--- config.mk ---
export PLATFORM = sky130hd
export DESIGN_NAME = differential_motor_command_select_unit
export DESIGN_NICKNAME = d
export VERILOG_FILES = /design/src/dmcs_pkg.sv /design/src/differential_motor_command_select_unit.sv /design/src/dmcs_cmd.sv
export VERILOG_INCLUDE_DIRS = /design/src /design/src/src
export SDC_FILE = /design/constraint.sdc
export NUM_CORES = 1
export LEC_CHECK = 0
export BUFFER_PORTS_ARGS = -buffer_cell sky130_fd_sc_hd__buf_2
export CAP_MARGIN = 20
export CORE_MARGIN = 2
export CORE_UTILIZATION = 43
export DETAILED_ROUTE_END_ITERATION = 6
export SYNTH_ARGS = -nofsm -noshare
export SYNTH_HDL_FRONTEND = slang
export SYNTH_SLANG_ARGS = --single-unit
--- constraint.sdc ---
create_clock -name clock -period 6.81 [get_ports clock]
set_clock_uncertainty 0.15 [all_clocks]
set_input_delay 0 -clock clock [delete_from_list [all_inputs] [get_ports clock]]
set_output_delay 0 -clock clock [all_outputs]
set_load 0.02 [all_outputs]
--- src/differential_motor_command_select_unit_macros.svh ---
// Assertion helpers shared by the block.
`ifndef DIFFERENTIAL_MOTOR_COMMAND_SELECT_UNIT_MACROS_SVH
`define DIFFERENTIAL_MOTOR_COMMAND_SELECT_UNIT_MACROS_SVH

// same-cycle implication
`define DMCS_ASSERT_NOW(label, clk, rst, ante, cons, msg) \
   label: assert property (@(posedge clk) disable iff (rst) (ante) |-> (cons)) \
      else $error(msg);

// next-cycle implication
`define DMCS_ASSERT_NEXT(label, clk, rst, ante, cons, msg) \
   label: assert property (@(posedge clk) disable iff (rst) (ante) |=> (cons)) \
      else $error(msg);

`endif

--- src/dmcs_pkg.sv ---
`timescale 1ns / 1ps
package dmcs_pkg;

   localparam int unsigned DutyWidth = 16;
   localparam int unsigned CalcWidth = 20;   // covers base + corr + trim, signed

   typedef enum logic [1:0] {
      DIR_COAST = 2'd0,
      DIR_FWD   = 2'd1,
      DIR_REV   = 2'd2
   } dir_type;

   // register indexes
   localparam logic [2:0] CSR_BASE_DUTY       = 3'd0;
   localparam logic [2:0] CSR_CORRECTION_DUTY = 3'd1;
   localparam logic [2:0] CSR_PIVOT_DUTY      = 3'd2;
   localparam logic [2:0] CSR_LEFT_TRIM       = 3'd3;
   localparam logic [2:0] CSR_RIGHT_TRIM      = 3'd4;
   localparam logic [2:0] CSR_MAX_DUTY        = 3'd5;

   // route actions
   localparam logic [3:0] ACT_STRAIGHT   = 4'd1;
   localparam logic [3:0] ACT_LEFT       = 4'd2;
   localparam logic [3:0] ACT_RIGHT      = 4'd3;
   localparam logic [3:0] ACT_AROUND     = 4'd4;
   localparam logic [3:0] ACT_STOP_FIRST = 4'd5;
   localparam logic [3:0] ACT_STOP_LAST  = 4'd9;

   // line sensor codes
   localparam logic [2:0] LINE_CENTERED   = 3'd2;
   localparam logic [2:0] LINE_LEFT_ONLY  = 3'd3;
   localparam logic [2:0] LINE_RIGHT_ONLY = 3'd4;

   // vehicle states
   localparam logic [3:0] ST_TURN_LAST   = 4'd2;
   localparam logic [3:0] ST_COMMON_LINE = 4'd3;
   localparam logic [3:0] ST_MOVE_FIRST  = 4'd4;
   localparam logic [3:0] ST_MOVE_LAST   = 4'd6;

   typedef struct packed {
      logic [DutyWidth-1:0]        base_duty;
      logic [DutyWidth-1:0]        correction_duty;
      logic [DutyWidth-1:0]        pivot_duty;
      logic signed [DutyWidth-1:0] left_trim;
      logic signed [DutyWidth-1:0] right_trim;
      logic [DutyWidth-1:0]        max_duty;
   } cfg_type;

   typedef struct packed {
      logic                        mode;
      logic [3:0]                  control_state;
      logic [3:0]                  queued_action;
      logic [2:0]                  line_code;
      logic                        route_enabled;
      logic                        safety_stop;
      logic [DutyWidth-1:0]        direct_base;
      logic signed [DutyWidth-1:0] direct_correction;
   } item_type;

   typedef struct packed {
      logic [DutyWidth-1:0] left_duty;
      logic [DutyWidth-1:0] right_duty;
      dir_type              left_dir;
      dir_type              right_dir;
      logic                 driver_enable;
   } cmd_type;

   localparam cmd_type CMD_STOP = '{
      left_duty: '0, right_duty: '0,
      left_dir: DIR_COAST, right_dir: DIR_COAST, driver_enable: 1'b0};

   function automatic logic [DutyWidth-1:0] clamp_duty(
      input logic signed [CalcWidth-1:0] d,
      input logic [DutyWidth-1:0]        max_duty);
      logic signed [CalcWidth-1:0] max_ext;
      max_ext = signed'({{(CalcWidth-DutyWidth){1'b0}}, max_duty});
      if (d <= 0) begin
         return '0;
      end else if (d >= max_ext) begin
         return max_duty;
      end else begin
         return d[DutyWidth-1:0];
      end
   endfunction

endpackage

--- src/differential_motor_command_select_unit.sv ---
`timescale 1ns / 1ps
// channel | direction | contents
// req_    | in        | tuser: mode; tdata: state, action, line, flags, direct base/corr
// rsp_    | out       | tuser: updated; tdata: duties, directions, driver enable
// csr_    | in        | write enable, register index, 16-bit write data
//
// One transaction in and one out per cycle while the result is not stalled; each passes
// the input register, then the decision/trim/clamp logic into the result register.
// The held command feeds the next transaction directly, so back-to-back items chain.
// Synchronous reset returns the config registers to their defaults and the held command to stop.
// A stalled result keeps one transaction parked in the input register; req_tready drops
// only when both registers are full and rsp_tready is low.
`include "differential_motor_command_select_unit_macros.svh"
module differential_motor_command_select_unit
   import dmcs_pkg::*;
(
   input  logic        clock,
   input  logic        reset,

   input  logic        req_tvalid,
   output logic        req_tready,
   // [3:0] control_state, [7:4] queued_action, [10:8] line_code,
   // [11] route_enabled, [12] safety_stop, [28:13] direct_base,
   // [44:29] direct_correction, [47:45] zero
   input  logic [47:0] req_tdata,
   // [0] mode
   input  logic        req_tuser,

   output logic        rsp_tvalid,
   input  logic        rsp_tready,
   // [15:0] left_duty, [31:16] right_duty, [33:32] left_dir,
   // [35:34] right_dir, [36] driver_enable, [39:37] zero
   output logic [39:0] rsp_tdata,
   // [0] updated
   output logic        rsp_tuser,

   input  logic        csr_wr_en,
   input  logic [2:0]  csr_index,
   input  logic [15:0] csr_wdata
);

   cfg_type  cfg_ff;
   item_type item_ff;
   logic     item_valid_ff;
   cmd_type  held_ff;
   cmd_type  out_cmd_ff;
   logic     out_upd_ff;
   logic     rsp_valid_ff;

   cmd_type  cmd_in;
   logic     upd_in;
   logic     advance;
   logic     req_fire;

   assign advance    = item_valid_ff && (!rsp_valid_ff || rsp_tready);
   assign req_tready = !item_valid_ff || advance;
   assign req_fire   = req_tvalid && req_tready;

   always_ff @(posedge clock) begin
      if (reset) begin
         cfg_ff.base_duty       <= 16'd400;
         cfg_ff.correction_duty <= 16'd150;
         cfg_ff.pivot_duty      <= 16'd300;
         cfg_ff.left_trim       <= '0;
         cfg_ff.right_trim      <= '0;
         cfg_ff.max_duty        <= 16'd999;
      end else if (csr_wr_en) begin
         case (csr_index)
            CSR_BASE_DUTY:       cfg_ff.base_duty       <= csr_wdata;
            CSR_CORRECTION_DUTY: cfg_ff.correction_duty <= csr_wdata;
            CSR_PIVOT_DUTY:      cfg_ff.pivot_duty      <= csr_wdata;
            CSR_LEFT_TRIM:       cfg_ff.left_trim       <= signed'(csr_wdata);
            CSR_RIGHT_TRIM:      cfg_ff.right_trim      <= signed'(csr_wdata);
            CSR_MAX_DUTY:        cfg_ff.max_duty        <= csr_wdata;
            default: ;
         endcase
      end
   end

   always_ff @(posedge clock) begin
      if (reset) begin
         item_valid_ff <= 1'b0;
      end else if (req_tready) begin
         item_valid_ff <= req_tvalid;
      end
   end

   always_ff @(posedge clock) begin
      if (req_fire) begin
         item_ff.mode              <= req_tuser;
         item_ff.control_state     <= req_tdata[3:0];
         item_ff.queued_action     <= req_tdata[7:4];
         item_ff.line_code         <= req_tdata[10:8];
         item_ff.route_enabled     <= req_tdata[11];
         item_ff.safety_stop       <= req_tdata[12];
         item_ff.direct_base       <= req_tdata[28:13];
         item_ff.direct_correction <= signed'(req_tdata[44:29]);
      end
   end

   dmcs_cmd u_cmd (
      .cfg     (cfg_ff),
      .item    (item_ff),
      .held    (held_ff),
      .cmd     (cmd_in),
      .updated (upd_in)
   );

   always_ff @(posedge clock) begin
      if (reset) begin
         held_ff      <= CMD_STOP;
         rsp_valid_ff <= 1'b0;
      end else begin
         if (advance) begin
            held_ff <= cmd_in;
         end
         if (advance) begin
            rsp_valid_ff <= 1'b1;
         end else if (rsp_tready) begin
            rsp_valid_ff <= 1'b0;
         end
      end
   end

   always_ff @(posedge clock) begin
      if (advance) begin
         out_cmd_ff <= cmd_in;
         out_upd_ff <= upd_in;
      end
   end

   assign rsp_tvalid = rsp_valid_ff;
   assign rsp_tuser  = out_upd_ff;
   assign rsp_tdata  = {3'b000, out_cmd_ff.driver_enable, out_cmd_ff.right_dir,
                        out_cmd_ff.left_dir, out_cmd_ff.right_duty, out_cmd_ff.left_duty};

   // a standby command is always a full coast stop
   `DMCS_ASSERT_NOW(a_standby_is_stop, clock, reset,
      rsp_valid_ff && !out_cmd_ff.driver_enable,
      out_cmd_ff.left_duty == '0 && out_cmd_ff.right_duty == '0 &&
      out_cmd_ff.left_dir == DIR_COAST && out_cmd_ff.right_dir == DIR_COAST,
      "standby command with nonzero drive")
   // an enabled driver never coasts a wheel
   `DMCS_ASSERT_NOW(a_enable_dir, clock, reset,
      rsp_valid_ff && out_cmd_ff.driver_enable,
      out_cmd_ff.left_dir != DIR_COAST && out_cmd_ff.right_dir != DIR_COAST,
      "enabled command with coasting wheel")
   // a parked item is not dropped while the result stalls
   `DMCS_ASSERT_NEXT(a_no_drop, clock, reset,
      item_valid_ff && rsp_valid_ff && !rsp_tready,
      item_valid_ff && rsp_valid_ff,
      "transaction lost under output stall")

endmodule

--- src/dmcs_cmd.sv ---
`timescale 1ns / 1ps
module dmcs_cmd
   import dmcs_pkg::*;
(
   input  cfg_type  cfg,
   input  item_type item,
   input  cmd_type  held,
   output cmd_type  cmd,
   output logic     updated
);

   logic signed [CalcWidth-1:0] base_ext;
   logic signed [CalcWidth-1:0] corr_ext;
   logic signed [CalcWidth-1:0] pivot_ext;
   logic signed [CalcWidth-1:0] dbase_ext;
   logic signed [CalcWidth-1:0] dcorr_ext;
   logic signed [CalcWidth-1:0] ltrim_ext;
   logic signed [CalcWidth-1:0] rtrim_ext;
   logic signed [CalcWidth-1:0] l_raw;
   logic signed [CalcWidth-1:0] r_raw;
   dir_type                     ldir;
   dir_type                     rdir;
   logic                        do_stop;
   logic                        do_hold;
   logic                        line_ok;
   logic                        is_pivot;

   assign base_ext  = signed'({{(CalcWidth-DutyWidth){1'b0}}, cfg.base_duty});
   assign corr_ext  = signed'({{(CalcWidth-DutyWidth){1'b0}}, cfg.correction_duty});
   assign pivot_ext = signed'({{(CalcWidth-DutyWidth){1'b0}}, cfg.pivot_duty});
   assign dbase_ext = signed'({{(CalcWidth-DutyWidth){1'b0}}, item.direct_base});
   assign dcorr_ext = CalcWidth'(item.direct_correction);
   assign ltrim_ext = CalcWidth'(cfg.left_trim);
   assign rtrim_ext = CalcWidth'(cfg.right_trim);

   always_comb begin
      do_stop  = 1'b0;
      do_hold  = 1'b0;
      is_pivot = 1'b0;
      line_ok  = 1'b1;
      l_raw    = base_ext;
      r_raw    = base_ext;
      ldir     = DIR_FWD;
      rdir     = DIR_FWD;

      if (item.mode) begin
         l_raw = dbase_ext - dcorr_ext;
         r_raw = dbase_ext + dcorr_ext;
      end else if (item.safety_stop || !item.route_enabled) begin
         do_stop = 1'b1;
      end else if (item.control_state <= ST_TURN_LAST) begin
         // turning: act on the pending route action, anything else stops
         if (item.queued_action == ACT_STRAIGHT) begin
            l_raw = base_ext;
         end else if (item.queued_action == ACT_LEFT) begin
            is_pivot = 1'b1;
            ldir     = DIR_REV;
         end else if (item.queued_action == ACT_RIGHT ||
                      item.queued_action == ACT_AROUND) begin
            is_pivot = 1'b1;
            rdir     = DIR_REV;
         end else begin
            do_stop = 1'b1;
         end
      end else if (item.control_state == ST_COMMON_LINE &&
                   item.queued_action == ACT_LEFT) begin
         is_pivot = 1'b1;
         ldir     = DIR_REV;
      end else if (item.control_state == ST_COMMON_LINE &&
                   item.queued_action == ACT_RIGHT) begin
         is_pivot = 1'b1;
         rdir     = DIR_REV;
      end else if (item.control_state inside {[ST_COMMON_LINE:ST_MOVE_LAST]}) begin
         line_ok = 1'b0;
         if (item.line_code == LINE_CENTERED) begin
            line_ok = 1'b1;
         end else if (item.line_code == LINE_LEFT_ONLY) begin
            line_ok = 1'b1;
            l_raw   = base_ext - corr_ext;
            r_raw   = base_ext + corr_ext;
         end else if (item.line_code == LINE_RIGHT_ONLY) begin
            line_ok = 1'b1;
            l_raw   = base_ext + corr_ext;
            r_raw   = base_ext - corr_ext;
         end
         do_hold = !line_ok;
      end else begin
         do_stop = 1'b1;
      end

      if (is_pivot) begin
         l_raw = pivot_ext;
         r_raw = pivot_ext;
      end

      if (do_hold) begin
         cmd = held;
      end else if (do_stop) begin
         cmd = CMD_STOP;
      end else begin
         cmd.left_duty     = clamp_duty(l_raw + ltrim_ext, cfg.max_duty);
         cmd.right_duty    = clamp_duty(r_raw + rtrim_ext, cfg.max_duty);
         cmd.left_dir      = ldir;
         cmd.right_dir     = rdir;
         cmd.driver_enable = 1'b1;
      end
      updated = !do_hold;
   end

endmodule
==> results by group <==
Worst setup path
  – Worst setup SP type: register
  – Critical path launch point: item_ff[32]
  – Worst R2R Start: item_ff[32]
  – Signal arrival time at the worst endpoint: 6720 ps
  – Worst endpoint required time: 6960 ps
  – Worst-path maximum fanout: 10
  – Worst path top cell family by delay: compound AO/OA/AOI/OAI gates
  – Slowest stage delay, CP: 400 ps
  – Worst setup EP type: register
  – CP max stage cell: sky130_fd_sc_hd__edfxtp_1
  – Critical path's most frequent cell: sky130_fd_sc_hd__o21ai_1
  – Number of buffers and inverters on the critical path: 3
  – Critical path class: register to register

Synthesis
  – Number of warnings reported in the yosys synthesis log: 0
  – Yosys reg bits: 219
  – Ys flop type: sky130_fd_sc_hd__dfxtp_1
  – Count of flip-flops with a built-in enable after synthesis: 84
  – Cell variety after synth: 81
  – Cells taking the most area after synthesis: sky130_fd_sc_hd__dfxtp_1 18%, sky130_fd_sc_hd__edfxtp_1 17%, sky130_fd_sc_hd__ha_1 11%
  – Average cell area after synthesis: 8.24 um2
  – Leading cell type by number of instances after synthesis: sky130_fd_sc_hd__nand2_1
  – Top cell type by total area after synthesis: sky130_fd_sc_hd__dfxtp_1
  – Mapped cell area: 15200 um2
  – Portion of synthesized cell area occupied by the leading cell type: 0.178
  – Async SR Flop Fraction: 0
  – Sequential element share of the synthesized area: 0.343
  – Top post-synthesis cells by count: 326 x sky130_fd_sc_hd__nand2_1, 177 x sky130_fd_sc_hd__a21oi_1, 135 x sky130_fd_sc_hd__dfxtp_1, 135 x sky130_fd_sc_hd__ha_1, 108 x sky130_fd_sc_hd__o21ai_0
  – Number of cells produced by synthesis: 1847

GRT
  – Maximum number of pins on one net before global-route repair: 100
  – Total congestion overflow: 0
  – Met3 layer usage reported by global route: 0.0261
  – Via count of the first global-routing pass: 14100
  – GR Layer Usage met1: 0.382
  – GRT Util Overall: 0.279
  – Layer with the highest usage: met2
  – Global routing usage on met2: 0.464
  – Number of antenna violations at the first check in global routing: 0
  – Wire length of the first global-routing pass: 79700 um

Floorplan
  – Area of the placeable core: 34700 um2
  – Number of standard-cell rows in the floorplan: 68
  – Overall die height: 192 um
  – I/O pin total: 116
  – Die width: 192 um
  – Die Outline Area: 36900 um2
  – Starting density of the core: 0.438

STA
  – Count of final max-slew check failures: 0
  – Final critical-path share of the clock period: 0.964
  – Final hold viol count: 3
  – Max-slew headroom: 0.277
  – Worst slack on hold paths: -44.8 ps
  – Worst-Margin Slew: 1080 ps
  – Final number of setup-violating endpoints: 0
  – Minimum setup slack in the final design: 243 ps
  – Maximum clock rate: 152 MHz
  – Tmin final: 6570 ps
  – Setup_tns: 0 ps

Clocking
  – Maximum count of clock buffers along a single path: 3
  – Clock sinks: 219
  – Later-pin clock latency in the skew report: 580 ps
  – TritonCTS clock tree: yes
  – Clock Tree Root: sky130_fd_sc_hd__clkbuf_16
  – Number of levels in the clock H-tree: 1
  – Total clock buffers created by CTS: 27
  – Clk pin slew, worst setup/hold paths: 60 ps

Placement
  – Post-placement worst setup slack: -276 ps
  – I/O Buffers: 109
  – DPL Wire Length: 38900 um
  – Final weighted congestion of routability-driven global placement: 0.966

Detailed routing
  – Count of vias placed by the detailed router: 15300
  – Via count normalized by instance count: 5.74
  – Number of remaining DRC errors: 0
  – Post-detailed-routing wire length: 52900 um
  – Violation count after the first detailed-route iteration: 1275
  – Initial DRT Pass Iterations: 5
  – Average wire length per cell after detail routing: 19.9 um
  – Antenna viol nets, final: 0

Cells and area
  – Net count of the finished layout: 2403
  – Antenna cells: 0
  – Layout overhead on the synthesized area: 31.5%
  – Filler cell count in the final layout: 3169
  – Share of final-layout standard cells stronger than drive strength 1: 0.203

Run status
  – Failing checks: negative hold slack
  – Result of the run: finished with violations

Power and ir drop
  – VDD IR-drop max: 0.180 mV
  – Total power density per cell area: 208 nW/um2
  – Static leakage: 8.40 nW

Worst hold path
  – Kind of path behind the tightest hold check: input port to register
  – Hold path startpoint: csr_wr_en

Flow run
  – Count of max-cap constraint violations: 0
[flip-flops by register name (all words and copies together), names as in the netlist]
name,count
cfg_ff,96
item_ff,46
item_valid_ff,1
held_ff,37
rsp_tdata,37
rsp_tvalid,1
rsp_tuser,1
[placed cells by master, fill, tap and decap left out, types with 27 or more instances in the layout]
master / count
sky130_fd_sc_hd__nor2_1: 105
sky130_fd_sc_hd__dfxtp_1: 134
sky130_fd_sc_hd__xnor2_1: 51
sky130_fd_sc_hd__edfxtp_1: 84
sky130_fd_sc_hd__inv_1: 92
sky130_fd_sc_hd__ha_1: 134
sky130_fd_sc_hd__a21oi_1: 163
sky130_fd_sc_hd__nand2_1: 326
sky130_fd_sc_hd__clkbuf_16: 29
sky130_fd_sc_hd__o21ai_0: 90
sky130_fd_sc_hd__buf_2: 108
sky130_fd_sc_hd__buf_4: 179
sky130_fd_sc_hd__dlygate4sd3_1: 113
sky130_fd_sc_hd__nor3_1: 27
sky130_fd_sc_hd__nand3_1: 30
sky130_fd_sc_hd__a21o_1: 29
[cell type report]
cell class / count / area (um2) / share of cell area
clock inverter: 8 / 110 / 0.00550
clock buffer: 42 / 792 / 0.0396
timing repair buffer: 409 / 3190 / 0.159
tap: 455 / 569 / 0.0285
inverter: 94 / 353 / 0.0176
sequential: 219 / 5230 / 0.261
multi-input combinational: 1438 / 9770 / 0.488
[cells by family (layout without fill, tap and decap cells)]
family                     after synthesis  after routing  share of synthesized area
DFF                                    219            219                      0.343
adders and majority gates              141            141                      0.119
buffers and inverters                  192            553                     0.0488
muxes                                   35             35                     0.0232
xor gates and xnor gates                67             67                     0.0386
other                                    1              3                   0.000246
and+or+nand+nor                        626            626                      0.186
AOI/OAI and AO/OA                      566            566                      0.241
[worst register-to-register path, delay by kind of cell (launching register included)]
family                     cells  cell delay, ps
muxes                          1             270
buffers and inverters          3             560
adders and majority gates      2             600
and+or+nand+nor                9            1740
AOI/OAI and AO/OA             13            2340
xor gates and xnor gates       1             240
DFF                            1             400
[power breakdown]
group / internal (mW) / switching [mW]
Clock: 0.876 / 0.595
Combinational: 0.548 / 0.678
Sequential: 1.43 / 0.0353
[per-stage QoR]
step	instances	hold WS [ps]	total power, mW	cell area, um2	util
after floorplan	1849	-51.1	2.10	15200	-
after global placement	2486	26.4	2.47	17300	0.498
final	2665	-44.8	4.16	20000	0.576
after global routing	2665	9.26	4.32	20000	0.576
after detailed placement	2486	28.1	2.49	17300	0.498
after CTS	2650	0.0395	4.02	19400	0.558
[path summary, 6_finish.rpt]
path / to / slack (ps) / cells after the start
max: rsp_tdata[13] / 240 / 29
min: cfg_ff[52] / -40 / 6
max reg2reg: rsp_tdata[13] / 240 / 29
min reg2reg: held_ff[22] / 300 / 2
[per-layer routing]
layer  share of wire  wire length, um  vias up
li1                -                -     7340
met1            0.44            23400     7320
met2            0.47            24600      525
met3           0.062             3270       99
met4           0.030             1600        0
met5               0                0        -
[timing repair]
item,CTS,global route
endpoints found under the setup margin,46,64
resized for setup,5,111
hold buffers,113,0
setup buffers,1,11
hold endpoints to repair,160,0
pin swaps,1,16
gates cloned,0,2
(Power assumes the default switching activity.)
